==> src/bca_pkg.sv <==
// Shared types, codes and helpers for the bitmap cluster allocator.
// Depends on nothing; the top level and bca_summary import it.
package bca_pkg;

  localparam int CLUSTER_W = 12;
  localparam int CFG_W     = 13;
  localparam int WORD_W    = 32;

  localparam logic [CFG_W-1:0]  DISK_CLUSTERS_RST = 13'd4096;
  localparam logic [WORD_W-1:0] ALL_FREE          = 32'hFFFF_FFFF;

  typedef enum logic [1:0] {
    ACT_ACQUIRE = 2'd0,
    ACT_RELEASE = 2'd1,
    ACT_TAKE    = 2'd2,
    ACT_QUERY   = 2'd3
  } act_e;

  typedef enum logic [1:0] {
    ST_OK    = 2'd0,
    ST_FULL  = 2'd1,
    ST_RANGE = 2'd2
  } status_e;

  typedef struct packed {
    status_e                status;
    logic                   is_free;
    logic [CLUSTER_W-1:0]   cluster;
  } res_t;

  // Index of the lowest set bit; zero when no bit is set.
  function automatic logic [4:0] lsb32(input logic [WORD_W-1:0] v);
    logic [4:0] idx;
    idx = 5'd0;
    for (int i = WORD_W - 1; i >= 0; i--) begin
      if (v[i]) begin
        idx = 5'(i);
      end
    end
    return idx;
  endfunction

endpackage

==> src/bca_summary.sv <==
// Per-word nonzero summary and per-group summary with the two-level search
// that acquire uses to pick a word. Imports bca_pkg for lsb32.
module bca_summary
  import bca_pkg::*;
#(
  parameter int MAP_WORDS = 128,
  parameter int GROUPS    = 4,
  parameter int GW        = 2,
  parameter int WFW       = 7
) (
  input  logic           clk,
  input  logic           rst_n,
  input  logic           upd_en,
  input  logic [WFW-1:0] upd_word,
  input  logic           upd_nonzero,
  input  logic [GW-1:0]  sel_grp,
  input  logic [WFW:0]   wlimit,
  output logic           grp_found,
  output logic [GW-1:0]  grp_idx,
  output logic           word_found,
  output logic [WFW-1:0] word_idx
);

  localparam int NS = GROUPS * 32;

  logic [NS-1:0]     summ_r;
  logic [GROUPS-1:0] group_r;
  logic [31:0]       upd_chunk;
  logic [31:0]       sel_chunk;
  logic [31:0]       sel_mask;
  logic [31:0]       sel_hits;

  always_comb begin
    upd_chunk = summ_r[{upd_word[WFW-1:5], 5'b0} +: 32];
    upd_chunk[upd_word[4:0]] = upd_nonzero;
  end

  always_ff @(posedge clk) begin
    if (!rst_n) begin
      for (int i = 0; i < NS; i++) begin
        summ_r[i] <= (i < MAP_WORDS);
      end
      group_r <= '1;
    end else if (upd_en) begin
      summ_r[upd_word] <= upd_nonzero;
      group_r[upd_word[WFW-1:5]] <= |upd_chunk;
    end
  end

  always_comb begin
    grp_found = |group_r;
    grp_idx   = '0;
    for (int g = GROUPS - 1; g >= 0; g--) begin
      if (group_r[g]) begin
        grp_idx = GW'(g);
      end
    end
  end

  always_comb begin
    sel_chunk = summ_r[{sel_grp, 5'b0} +: 32];
    for (int i = 0; i < 32; i++) begin
      sel_mask[i] = ({1'b0, sel_grp, 5'(i)} < wlimit);
    end
    sel_hits   = sel_chunk & sel_mask;
    word_found = |sel_hits;
    word_idx   = {sel_grp, lsb32(sel_hits)};
  end

endmodule
==> config.mk <==
export PLATFORM = sky130hd
export DESIGN_NAME = bca_summary
export DESIGN_NICKNAME = d
export VERILOG_FILES = /design/src/bca_pkg.sv /design/src/bca_summary.sv
export SDC_FILE = /design/constraint.sdc
export NUM_CORES = 1
export LEC_CHECK = 0
export ABC_AREA = 0
export BUFFER_PORTS_ARGS = -buffer_cell sky130_fd_sc_hd__buf_2
export CORE_ASPECT_RATIO = 1.2
export CORE_MARGIN = 3
export CORE_UTILIZATION = 30
export CTS_BUF_LIST = sky130_fd_sc_hd__clkbuf_8
export DETAILED_ROUTE_END_ITERATION = 8
export SLEW_MARGIN = 20
export SYNTH_ARGS = -nofsm -noshare
export SYNTH_HDL_FRONTEND = slang
export SYNTH_SLANG_ARGS = --single-unit
==> constraint.sdc <==
create_clock -name clk -period 4.95 [get_ports clk]
set_clock_uncertainty 0.15 [all_clocks]
set_input_delay 0.2475 -clock clk [delete_from_list [all_inputs] [get_ports clk]]
set_output_delay 0.2475 -clock clk [all_outputs]
set_load 0.005 [all_outputs]
# Yosys cells after proc, flatten, opt, wreduce, memory -nomap -nowiden
# Index checks and enable logic that the tools add are counted.
dict set report word_totals {
  out_inout_bits 11
  in_bits 21
  wordCells 94
  regBits 132
}
dict set report classes {
  n_shift 2
  reduce_logical 6
  bitwise 1
  n_mux 45
  magnitude_cmp 38
}
# cell n
set ops {}
lappend ops {{$lt A7 B8 Y1} 32}
lappend ops {{$shiftx A128 B8 Y32} 2}
lappend ops {{$mux W5} 32}
lappend ops {{$bwmux W128} 1}
lappend ops {{$reduce_or A32 Y1} 2}
lappend ops {{$and A32 B32 Y32} 1}
lappend ops {{$bwmux W32} 1}
lappend ops {{$lt A7 B8 Y1 const B} 1}
lappend ops {{$mux W2} 4}
lappend ops {{$demux W1 S7} 1}
lappend ops {{$ge A7 B1 Y1 const B} 1}
lappend ops {{$lt A5 B6 Y1 const B} 1}
lappend ops {{$demux W1 S5} 1}
lappend ops {{$ge A5 B1 Y1 const B} 1}
lappend ops {{$bwmux W4} 1}
lappend ops {{$reduce_or A4 Y1} 1}
lappend ops {{$logic_and A1 B1 Y1} 3}
lappend ops {{$lt A2 B3 Y1 const B} 1}
lappend ops {{$mux W1} 3}
lappend ops {{$demux W1 S2} 1}
lappend ops {{$ge A2 B1 Y1 const B} 1}

# Depth between registers and ports, before layout
# Gate-level depths: netlist of run 1.
dict set report logic_depth {
  word_depth 34
  depth_mapped 13
  mapped_depth_nobuf 9
}

# Worst setup path before layout of run 1
# No wires, ideal clock.
dict set report synth_timing {
  path_type {in2out}
  start {input sel_grp[0]}
  end {output word_idx[2]}
  required_ps 4553
  setup_slack_ps 1876
  t_arrival_ps 2677
  path_buffers 4
  path_stages 12
  path_cell_list {buf_6 -> buf_12 -> buf_2 -> inv_1 -> ha_1 -> nand2b_1 -> a211oi_1 -> buf_2 -> a21oi_1 -> or3b_1 -> a211o_1 -> a31oi_1}
}
dict set report synth_between {
  elab_chain_len 34
  elab_cells_between_ends 66
  cone_classes {order compare: 32; shift: 1; mux: 32; bitwise: 1}
}
# item line_no
set synth_lines {}
lappend synth_lines {{from (decl)} bca_summary.sv:16} ;# input logic [GW-1:0] sel_grp,
lappend synth_lines {{$shiftx A128 B8 Y32 or $lt A7 B8 Y1 (tied branches)} {bca_summary.sv:61, bca_summary.sv:63}}
lappend synth_lines {{$and A32 B32 Y32 (*)} bca_summary.sv:65} ;# sel_hits = sel_chunk & sel_mask;
lappend synth_lines {{$mux W5 (31 in series)} bca_pkg.sv:36} ;# if (v[i]) begin
lappend synth_lines {{$mux W5 (*)} bca_pkg.sv:36}
lappend synth_lines {{to (decl)} bca_summary.sv:21} ;# output logic [WFW-1:0] word_idx
# Mark *: on every way between the ends. The rest lies on a longest branch, timed or not.

# Worst setup path in the final report of run 1
dict set report layout_timing {
  start {input sel_grp[1]}
  end {output word_found}
}
dict set report layout_between {
  elab_chain_len 3
  elab_cells_between_ends 35
  cone_classes {order compare: 32; shift: 1; bitwise: 1; reduce/logical: 1}
}
# item line_no
set layout_lines {}
lappend layout_lines {{$shiftx A128 B8 Y32 or $lt A7 B8 Y1 (tied branches)} {bca_summary.sv:61, bca_summary.sv:63}}
lappend layout_lines {{$and A32 B32 Y32 (*)} bca_summary.sv:65}
lappend layout_lines {{$reduce_or A32 Y1 (*)} bca_summary.sv:66} ;# word_found = |sel_hits;
lappend layout_lines {{to (decl)} bca_summary.sv:20} ;# output logic word_found,
# Marked as above.

==> run metrics, run 1 <==
CP required=4.55 ns; final wirelength=27.2 mm; Final Hold Fails=0; sequential cell area=0.00264 mm^2; ys flop type=dfxtp_1; DR WL/cell=21.5 um; row count=66; minimum clock period after layout=3.47 ns; die extent in x=158 um; count leader, synth=nand2_1; Flop pwr share=0.464; Core Footprint=0.0272 mm^2; #FFs+latches synth=132; drt drc=0; Worst EP arrival=3.07 ns; Post-synth EDFFs=0; Pwr Total=2.30 mW; Post-Syn Area=0.00832 mm^2; H-tree levels=4; Post-Synth Simple-Gate Area=0.182; I/O pins=32; status=finished clean; Clock Tree Root=clkbuf_8; Fillers=2744; unique cell type count in the Yosys netlist=71; mux cell area share after synthesis=0.187; xor/xnor share of the synthesized area=0; static leakage=3.12 nW; setup violators final=0; GRT Util Overall=0.182; top cells by area, synth=dfxtp_1 (32%), mux4_2 (15%), nand2_1 (8.6%); reg2reg setup slack=2.36 ns; WS Path Type=primary input to output pin; vias in the first global route=7255; gr ovfl total=0; Area after DPL=0.00857 mm^2; CP Launch Type=primary input; clock-pin slew of the registers on the worst-case setup and hold paths=0.07 ns; CP endpoint kind=output pin; PnR worst setup slack=1.48 ns; largest fanout on the critical path=15; DIE AREA=0.0298 mm^2; Slew headroom=0.250; Power Density=254 mW/mm^2; Post-Place Cells=1230; largest family of logic cells by synthesized area=compound AO/OA/AOI/OAI gates; dpl ws=1.50 ns; worst min path class=primary input to register; yosys warns=0; Routability Congestion=0.910; Initial Util=0.306; CTS buffer count=17; CTS resizes=0; final net count=936; Yosys top cell by area=dfxtp_1; Clock power frac=0.421; Mapped Avg Cell Area=8.99 um^2; crit share post-route=0.701; area grow syn2layout=8.72%; Worst-Margin Slew=1.12 ns; HPWL Detailed=19.1 mm; wire length of the first global-routing pass=42.6 mm; setup total negative slack=0 ns; Comb pwr share=0.115; commonest cells in the netlist=nand2_1 (191), dfxtp_1 (132), o211ai_1 (82); Max-Cap Viols=0; vias=7692; share of cells above drive strength 1=0.159; drt first pass iters=5; FMAX=0.288 GHz; Max clock buf depth=2; hold_ws=0.162 ns; number of port buffers=31; Synth Area in Adders=0.00587; complex-gate fraction of the synthesized area=0.251; share of the synthesized area in the top cell type=0.318; CTS tree=done; routed vias/inst=6.08; non-filler instance count after layout=1266; Psw=0.632 mW; sw frac=0.275; pins over their slew limit=0; Worst VDD drop=0.135 mV; FFs w/ async S/R, synth=0; Finished Core Util=0.333; First DRT Iteration DRCs=774; post-route cell area=0.00904 mm^2; RSZ-0062 raised after global routing=no; postcts setup bufs=0; initial antenna violation count=5; post-synthesis sequential area ratio=0.318; Worst-Skew Late Latency=0.45 ns; Post-Synthesis Cells=925; area of the multi-input gates=0.00523 mm^2; CTS Hold Bufs=2; Die Y=188 um; internal cell power=1.67 mW; # clock sinks=132; largest net degree at the start of global routing=107; syn_nets=949; DRT antenna net count=0
==> routing by layer <==
layer,up-vias,global-route usage,share of wire
li1,3567,-,-
met1,3789,0.232,0.41
met2,273,0.305,0.50
met3,55,0.0361,0.060
met4,8,0.0685,0.029
met5,-,0,0.0017
==> power groups by stage <==
stage                     Clock [mW]  Sequential [mW]  Combinational (mW)
after floorplan                    0             1.09               0.193
after detailed placement           0             1.09               0.256
after CTS                      0.981             1.07               0.258
after global placement             0             1.09               0.255
final                          0.968             1.07               0.264
after global routing            1.03             1.07               0.285
==> cell families (layout without fill, tap and decap cells) <==
| family | count (synthesis) | count (layout) |
|---|---|---|
| compound gates | 299 | 299 |
| fa+ha+maj | 4 | 4 |
| buf+inv | 84 | 84 |
| flops | 132 | 132 |
| mux | 73 | 73 |
| other cells | 0 | 1 |
| simple gates | 333 | 333 |
==> layout by cell type (no fill, tap or decap), drive strengths merged, types with 4 or more instances in the layout <==
cell type	synthesis	routed
nand3	23	23
mux4	64	64
clkbuf	47	19
nand2b	14	14
and2	5	5
buf	30	43
inv	6	9
o311ai	45	45
o21ai	77	77
nor2	33	33
o32ai	5	5
clkinv	1	4
nor2b	10	10
nand2	191	191
or3	4	4
o211ai	82	82
nor3	20	20
mux2i	6	6
nand4	6	6
a31oi	8	8
a21oi	27	27
nor3b	5	5
dfxtp	132	132
o31ai	5	5
clkinvlp	0	4
or2	4	4
o21a	8	8
o22ai	6	6
==> state kept, by name, summed over array words and instances, names as in the netlist <==
signal,cells
group_r,4
summ_r,128
==> critical path: stages <==
cell       delay, ns
buf_2           0.25
ha_1            0.45
nand4b_1        0.48
o21ai_0         0.42
a2bb2oi_1       0.26
nand2b_1        0.09
or3_1           0.37
nor3b_1         0.29
nand2_1         0.08
buf_2           0.13
==> area by class of cell <==
cell class,instances,area share
Timing Repair Buffer,45,0.0332
Multi-Input combinational cell,709,0.578
Antenna cell,1,0.000277
Clock buffer,19,0.0289
Clock inverter,13,0.0176
Tap cell,340,0.0470
Sequential cell,132,0.292
Inverter,7,0.00304
==> worst paths after layout <==
| kind | start | to | cells past startpoint |
|---|---|---|---|
| worst max register to register | summ_r[73]$_SDFFE_PN1P_ | group_r[0]$_SDFFE_PN1P_ | 7 |
| worst min-delay path | rst_n | summ_r[74]$_SDFFE_PN1P_ | 2 |
| worst min register to register | summ_r[74]$_SDFFE_PN1P_ | summ_r[74]$_SDFFE_PN1P_ | 2 |
| worst max-delay path | sel_grp[1] | word_found | 10 |
(Power assumes the default switching activity.)
==> run 2: changes to the inputs <==
--- a/config.mk
+++ b/config.mk
@@ -5,7 +5,7 @@
 export SDC_FILE = /design/constraint.sdc
 export NUM_CORES = 1
 export LEC_CHECK = 0
-export ABC_AREA = 0
+export ABC_AREA = 1
 export BUFFER_PORTS_ARGS = -buffer_cell sky130_fd_sc_hd__buf_2
 export CORE_ASPECT_RATIO = 1.2
 export CORE_MARGIN = 3
==> constraint.sdc (replaced) <==
create_clock -name clk -period 2.95 [get_ports clk]
set_clock_uncertainty 0.15 [all_clocks]
set_input_delay 0.1475 -clock clk [delete_from_list [all_inputs] [get_ports clk]]
set_output_delay 0.1475 -clock clk [all_outputs]
set_load 0.005 [all_outputs]
==> run 2 against run 1 <==
  * The run now ends with negative setup slack left
  * Die area decreased by 2.6%
  * First-iteration DRC count is 74% higher
  * Via count is 26% higher
  * Worst hold slack got worse by 0.097 ns
  * Area after synthesis shrank 2.7%
  * Sequential cell count is the same
  * Critical endpoint is now word_idx[0]
==> run metrics, run 2 <==
DRT antenna net count=0; Fillers=2832; non-filler instance count after layout=1666; status=finished, violations left; Final Hold Fails=0; CP required=2.65 ns; RSZ-0062 raised after global routing=yes; Post-Place Cells=1632; syn_nets=1277; failing checks=negative setup slack; pins over their slew limit=0; Max clock buf depth=2; wire length of the first global-routing pass=51.4 mm; yosys warns=0; Top reg by flops=summ_r; Slew headroom=0.406; setup violators final=1; DIE AREA=0.0290 mm^2; H-tree levels=4; Max-Cap Viols=0; CP Launch Type=register; HPWL Detailed=23.7 mm; number of port buffers=31; I/O pins=32; max reg flops=128; Core Footprint=0.0264 mm^2; Power Density=447 mW/mm^2; Mapped Avg Cell Area=6.46 um^2; worst-case reg-to-reg path depth=11; static leakage=3.83 nW; clock-pin slew of the registers on the worst-case setup and hold paths=0.08 ns; Routability Congestion=0.967; routed vias/inst=5.83; FFs w/ async S/R, synth=0; die extent in x=156 um; post-synthesis sequential area ratio=0.326; complex-gate fraction of the synthesized area=0.240; Post-Syn Area=0.00810 mm^2; worst min path class=primary input to register; largest registers=summ_r x128, group_r x4; largest family of logic cells by synthesized area=simple AND/OR/NAND/NOR gates; share of the synthesized area in the top cell type=0.326; minimum clock period after layout=3.14 ns; hold_ws=0.0653 ns; #FFs+latches synth=132; Worst path max stage delay=0.37 ns; Worst VDD drop=0.267 mV; GRT Util Overall=0.230; CP endpoint kind=output pin; ys flop type=dfxtp_1; drt drc=0; Die Y=186 um; gr ovfl total=0; most frequent cells in the layout=nand3_1 (272), o21ai_0 (195), nand2_1 (169); WS Path Type=register to output pin; vias=9706; Finished Core Util=0.362; Yosys top cell by area=dfxtp_1; top cells by area, synth=dfxtp_1 (33%), nand3_1 (17%), o21ai_0 (12%); First DRT Iteration DRCs=1350; crit share post-route=1.07; critical path's slowest cell=dfxtp_2; mux cell area share after synthesis=0; Worst-Skew Late Latency=0.46 ns; hold path depth=4; largest net degree at the start of global routing=85; Initial Util=0.306; share of cells above drive strength 1=0.150; final wirelength=33.5 mm; area grow syn2layout=18.1%; count leader, synth=nand3_1; Clock Tree Root=clkbuf_8; Worst-Margin Slew=0.890 ns; largest fanout on the critical path=3; DR WL/cell=20.1 um; setup total negative slack=-0.193 ns; commonest non-fill, non-tap cell in the layout=nand3_1; vias in the first global route=9043; unique cell type count in the Yosys netlist=43; # clock sinks=132; Post-Synth Simple-Gate Area=0.329; Post-Synthesis Cells=1253; # diodes=0; FMAX=0.318 GHz; commonest cells in the netlist=nand3_1 (274), o21ai_0 (197), nand2_1 (170); Synth Area in Adders=0.00464; PnR worst setup slack=-0.193 ns; xor/xnor share of the synthesized area=0; most frequent CP cell=nand2_1; CTS buffer count=17; Worst EP arrival=2.85 ns; final net count=1344; initial antenna violation count=0; drt first pass iters=6; row count=65; CTS tree=done; Post-synth EDFFs=0
[run 2: cell types whose count changed in the layout (fill, tap and decap cells not counted), sizes merged, moves of 75 or more]
| cell | before | now |
|---|---|---|
| o21ai | 77 | 203 |
| nor2 | 33 | 120 |
| inv | 9 | 106 |
| nand3 | 23 | 276 |
| buf | 43 | 129 |
| o211ai | 82 | 7 |
[run 2: power breakdown]
group          internal (mW)  switching (mW)
logic                  0.248           0.516
clock network          0.982           0.726
registers               1.79         0.00775
total                   3.02            1.25
[run 2: cell type report]
class,instances,area [um^2],area share
clock inverters,13,191,0.0200
inverters,108,405,0.0424
repair buffers,131,970,0.101
well taps,335,419,0.0439
clock buffers,17,234,0.0245
flip-flops and latches,132,2660,0.278
multi-input cells,930,4680,0.490
[run 2: worst paths after layout]
check / startpoint / end / slack [ns]
max: summ_r[31]$_SDFFE_PN1P_ / word_idx[0] / -0.19
min: upd_word[5] / group_r[0]$_SDFFE_PN1P_ / 0.07
max reg2reg: summ_r[18]$_SDFFE_PN1P_ / group_r[3]$_SDFFE_PN1P_ / 0.45
min reg2reg: summ_r[49]$_SDFFE_PN1P_ / summ_r[49]$_SDFFE_PN1P_ / 0.33
[run 2: cells by family after synthesis]
kind of cell	after synthesis
AOI/OAI and AO/OA	340
adders and majority gates	3
buffers and inverters	191
DFF	132
and+or+nand+nor	587
[run 2: metrics by stage]
stage	area [um^2]	setup WS (ns)	total power, mW
2_1_floorplan	8130	-0.286	2.29
3_3_place_gp	9060	-0.118	2.57
3_5_place_dp	9060	-0.0947	2.58
4_1_cts	9530	-0.212	4.27
5_1_grt	9560	-0.558	4.42
6_report	9560	-0.193	4.27
[run 2: repair_timing]
item	CTS	global route
gates resized for setup	6	15
setup buffers	2	0
hold endpoints to repair	36	0
hold buffers	2	0
setup endpoints to repair	1	2
pin swaps	0	9
gates cloned	0	0
[run 2: worst max-delay path: cells and delay by family (launching register included)]
family | cells | cell delay [ns]
AO/OA/AOI/OAI | 1 | 0.11
buffers and inverters | 1 | 0.12
flip-flops | 1 | 0.37
AND/OR/NAND/NOR | 33 | 1.80
[run 2: routing by layer]
metal  share of wire  global-route usage  up-vias
met5               0                   0        -
met4           0.066               0.145        0
met3           0.097              0.0481      150
met2            0.46               0.374      610
met1            0.38               0.277     4444
li1                -                   -     4502
==> run 3: changes to the inputs <==
--- a/config.mk
+++ b/config.mk
@@ -6,12 +6,12 @@
 export NUM_CORES = 1
 export LEC_CHECK = 0
 export ABC_AREA = 1
-export BUFFER_PORTS_ARGS = -buffer_cell sky130_fd_sc_hd__buf_2
 export CORE_ASPECT_RATIO = 1.2
 export CORE_MARGIN = 3
 export CORE_UTILIZATION = 30
 export CTS_BUF_LIST = sky130_fd_sc_hd__clkbuf_8
 export DETAILED_ROUTE_END_ITERATION = 8
+export DONT_BUFFER_PORTS = 1
 export SLEW_MARGIN = 20
 export SYNTH_ARGS = -nofsm -noshare
 export SYNTH_HDL_FRONTEND = slang
==> run 3 against run 2 <==
  * The flow still finishes with violations (negative setup slack)
  * Global-route usage decreased by 0.12 points
  * Design area down 2.7%
  * Critical path depth shrank 4
  * Register-to-register slack gained 0.13 ns
  * Power fell by 3.0%
  * Count of clock-buffer cells in the layout is 2 higher
  * Sequential cell count did not move
  * Die area unchanged
  * Sequential share of layout area up 0.70 points
  * Worst setup slack better by 0.090 ns
==> run metrics, run 3 (synthesis gave the netlist of run 2 again) <==
Worst-Skew Late Latency=0.48 ns; # clock sinks=132; most frequent CP cell=nand2_1; PnR worst setup slack=-0.103 ns; Worst Hold Launch=upd_nonzero; CP Launch Type=register; Critical R2R Capture=group_r[2]$_SDFFE_PN1P_; HPWL Detailed=22.8 mm; Post-Place Cells=1569; final wirelength=33.5 mm; number of port buffers=0; Worst path max stage delay=0.34 ns; Worst EP arrival=2.76 ns; dpl ws=0.0827 ns; worst-case reg-to-reg path depth=11; Slew headroom=0.508; WP buf/inv=0; # diodes=0; Hold EP=summ_r[46]$_SDFFE_PN1P_; FF-to-FF Start=summ_r[15]$_SDFFE_PN1P_; DRT antenna net count=0; Clock Tree Root=clkbuf_8; Worst-Margin Slew=0.735 ns; reg2reg setup slack=0.58 ns; RSZ-0062 raised after global routing=yes; clock-pin slew of the registers on the worst-case setup and hold paths=0.08 ns; gr ovfl total=0; post-route cell area=0.00930 mm^2; Max-Cap Viols=0; Top reg by flops=summ_r; status=finished, violations left; minimum clock period after layout=3.05 ns; Die Y=186 um; DR WL/cell=20.7 um; area grow syn2layout=14.8%; Final Hold Fails=0; die extent in x=156 um; CP required=2.65 ns; Pwr Total=4.15 mW; setup violators final=1; H-tree levels=4; Core Footprint=0.0264 mm^2; CTS tree=done; Routability Congestion=0.972; Max clock buf depth=2; largest fanout on the critical path=3; Initial Util=0.306; vias in the first global route=8582; failing checks=negative setup slack; CP delay by family, top=simple AND/OR/NAND/NOR gates; FMAX=0.328 GHz; I/O pins=32; drt drc=0; routed vias/inst=5.89; vias=9535; initial antenna violation count=0; drt first pass iters=5; final net count=1295; share of cells above drive strength 1=0.106; First DRT Iteration DRCs=1182; Worst VDD drop=0.296 mV; hold path depth=3; CTS buffer count=17; pins over their slew limit=0; GRT Util Overall=0.229; max reg flops=128; most frequent cells in the layout=nand3_1 (272), o21ai_0 (196), nand2_1 (170); worst min path class=primary input to register; non-filler instance count after layout=1619; CP endpoint kind=output pin; largest net degree at the start of global routing=133; WS Path Type=register to output pin; Area after DPL=0.00863 mm^2; Power Density=446 mW/mm^2; static leakage=3.60 nW; row count=65; commonest non-fill, non-tap cell in the layout=nand3_1; hold_ws=0.0198 ns; DIE AREA=0.0290 mm^2; wire length of the first global-routing pass=51.1 mm; largest registers=summ_r x128, group_r x4; critical path's slowest cell=dfxtp_2; crit share post-route=1.03
## run 3: cell count changes in the layout (fill, tap and decap cells not counted), moves of 3 or more
cell,before,now
buf_4,95,65
buf_2,29,0
dlygate4sd3_1,2,13
dfxtp_1,121,127
dfxtp_2,11,5
clkinvlp_4,1,4
## run 3: worst register-to-register path, stage by stage, from the launching register on
cell      delay [ns]
dfxtp_1         0.33
a22oi_1         0.18
a31oi_1         0.19
nor4_1          0.30
buf_4           0.16
nand4_1         0.09
nor4_1          0.22
buf_4           0.18
nand3_1         0.11
buf_4           0.18
nand2_1         0.06
o211ai_1        0.08
## run 3: repair_timing
action                                  CTS  global route
hold endpoints to repair                132             0
hold buffers                             15             0
buffers inserted                          3             0
resized for setup                         9             4
endpoints found under the setup margin    1             6
pin swaps                                 4             2
## run 3: report_power, final
group          internal [mW]  switching, mW  leakage (nW)
sequential              1.79        0.00735          1.07
combinational          0.213          0.477          2.33
clock                  0.875          0.783         0.203
## run 3: layout make-up
cell class	instances	area, um^2
clock buffer	19	262
clock inverter	13	158
fill	2850	17100
inverter	108	405
multi-input combinational	930	4690
sequential	132	2650
tap	335	419
timing repair buffer	82	713
## run 3: metal layers
layer,track usage,vias to the layer above,routed length (um)
met3,0.0493,128,3290
li1,-,4405,-
met1,0.283,4485,12700
met5,0,-,0
met2,0.369,517,15300
met4,0.131,0,2260
## run 3: how the worst max path moves through the flow
stage / start / to / slack, ns / cells past startpoint
2_1_floorplan: sel_grp[0] / word_idx[0] / -0.29 / 42
3_3_place_gp: wlimit[6] / word_idx[0] / 0.07 / 36
3_5_place_dp: wlimit[6] / word_idx[0] / 0.08 / 36
4_1_cts: summ_r[29]$_SDFFE_PN1P_ / word_idx[0] / -0.10 / 34
5_1_grt: summ_r[29]$_SDFFE_PN1P_ / word_idx[0] / -0.54 / 34
6_report: summ_r[60]$_SDFFE_PN1P_ / word_idx[0] / -0.10 / 31
## run 3: stage by stage
step,utilization,TNS [ns]
floorplan,-,-0.286
global placement,0.327,0
detailed placement,0.327,0
CTS,0.351,-0.102
global route,0.352,-0.543
finish,0.352,-0.103
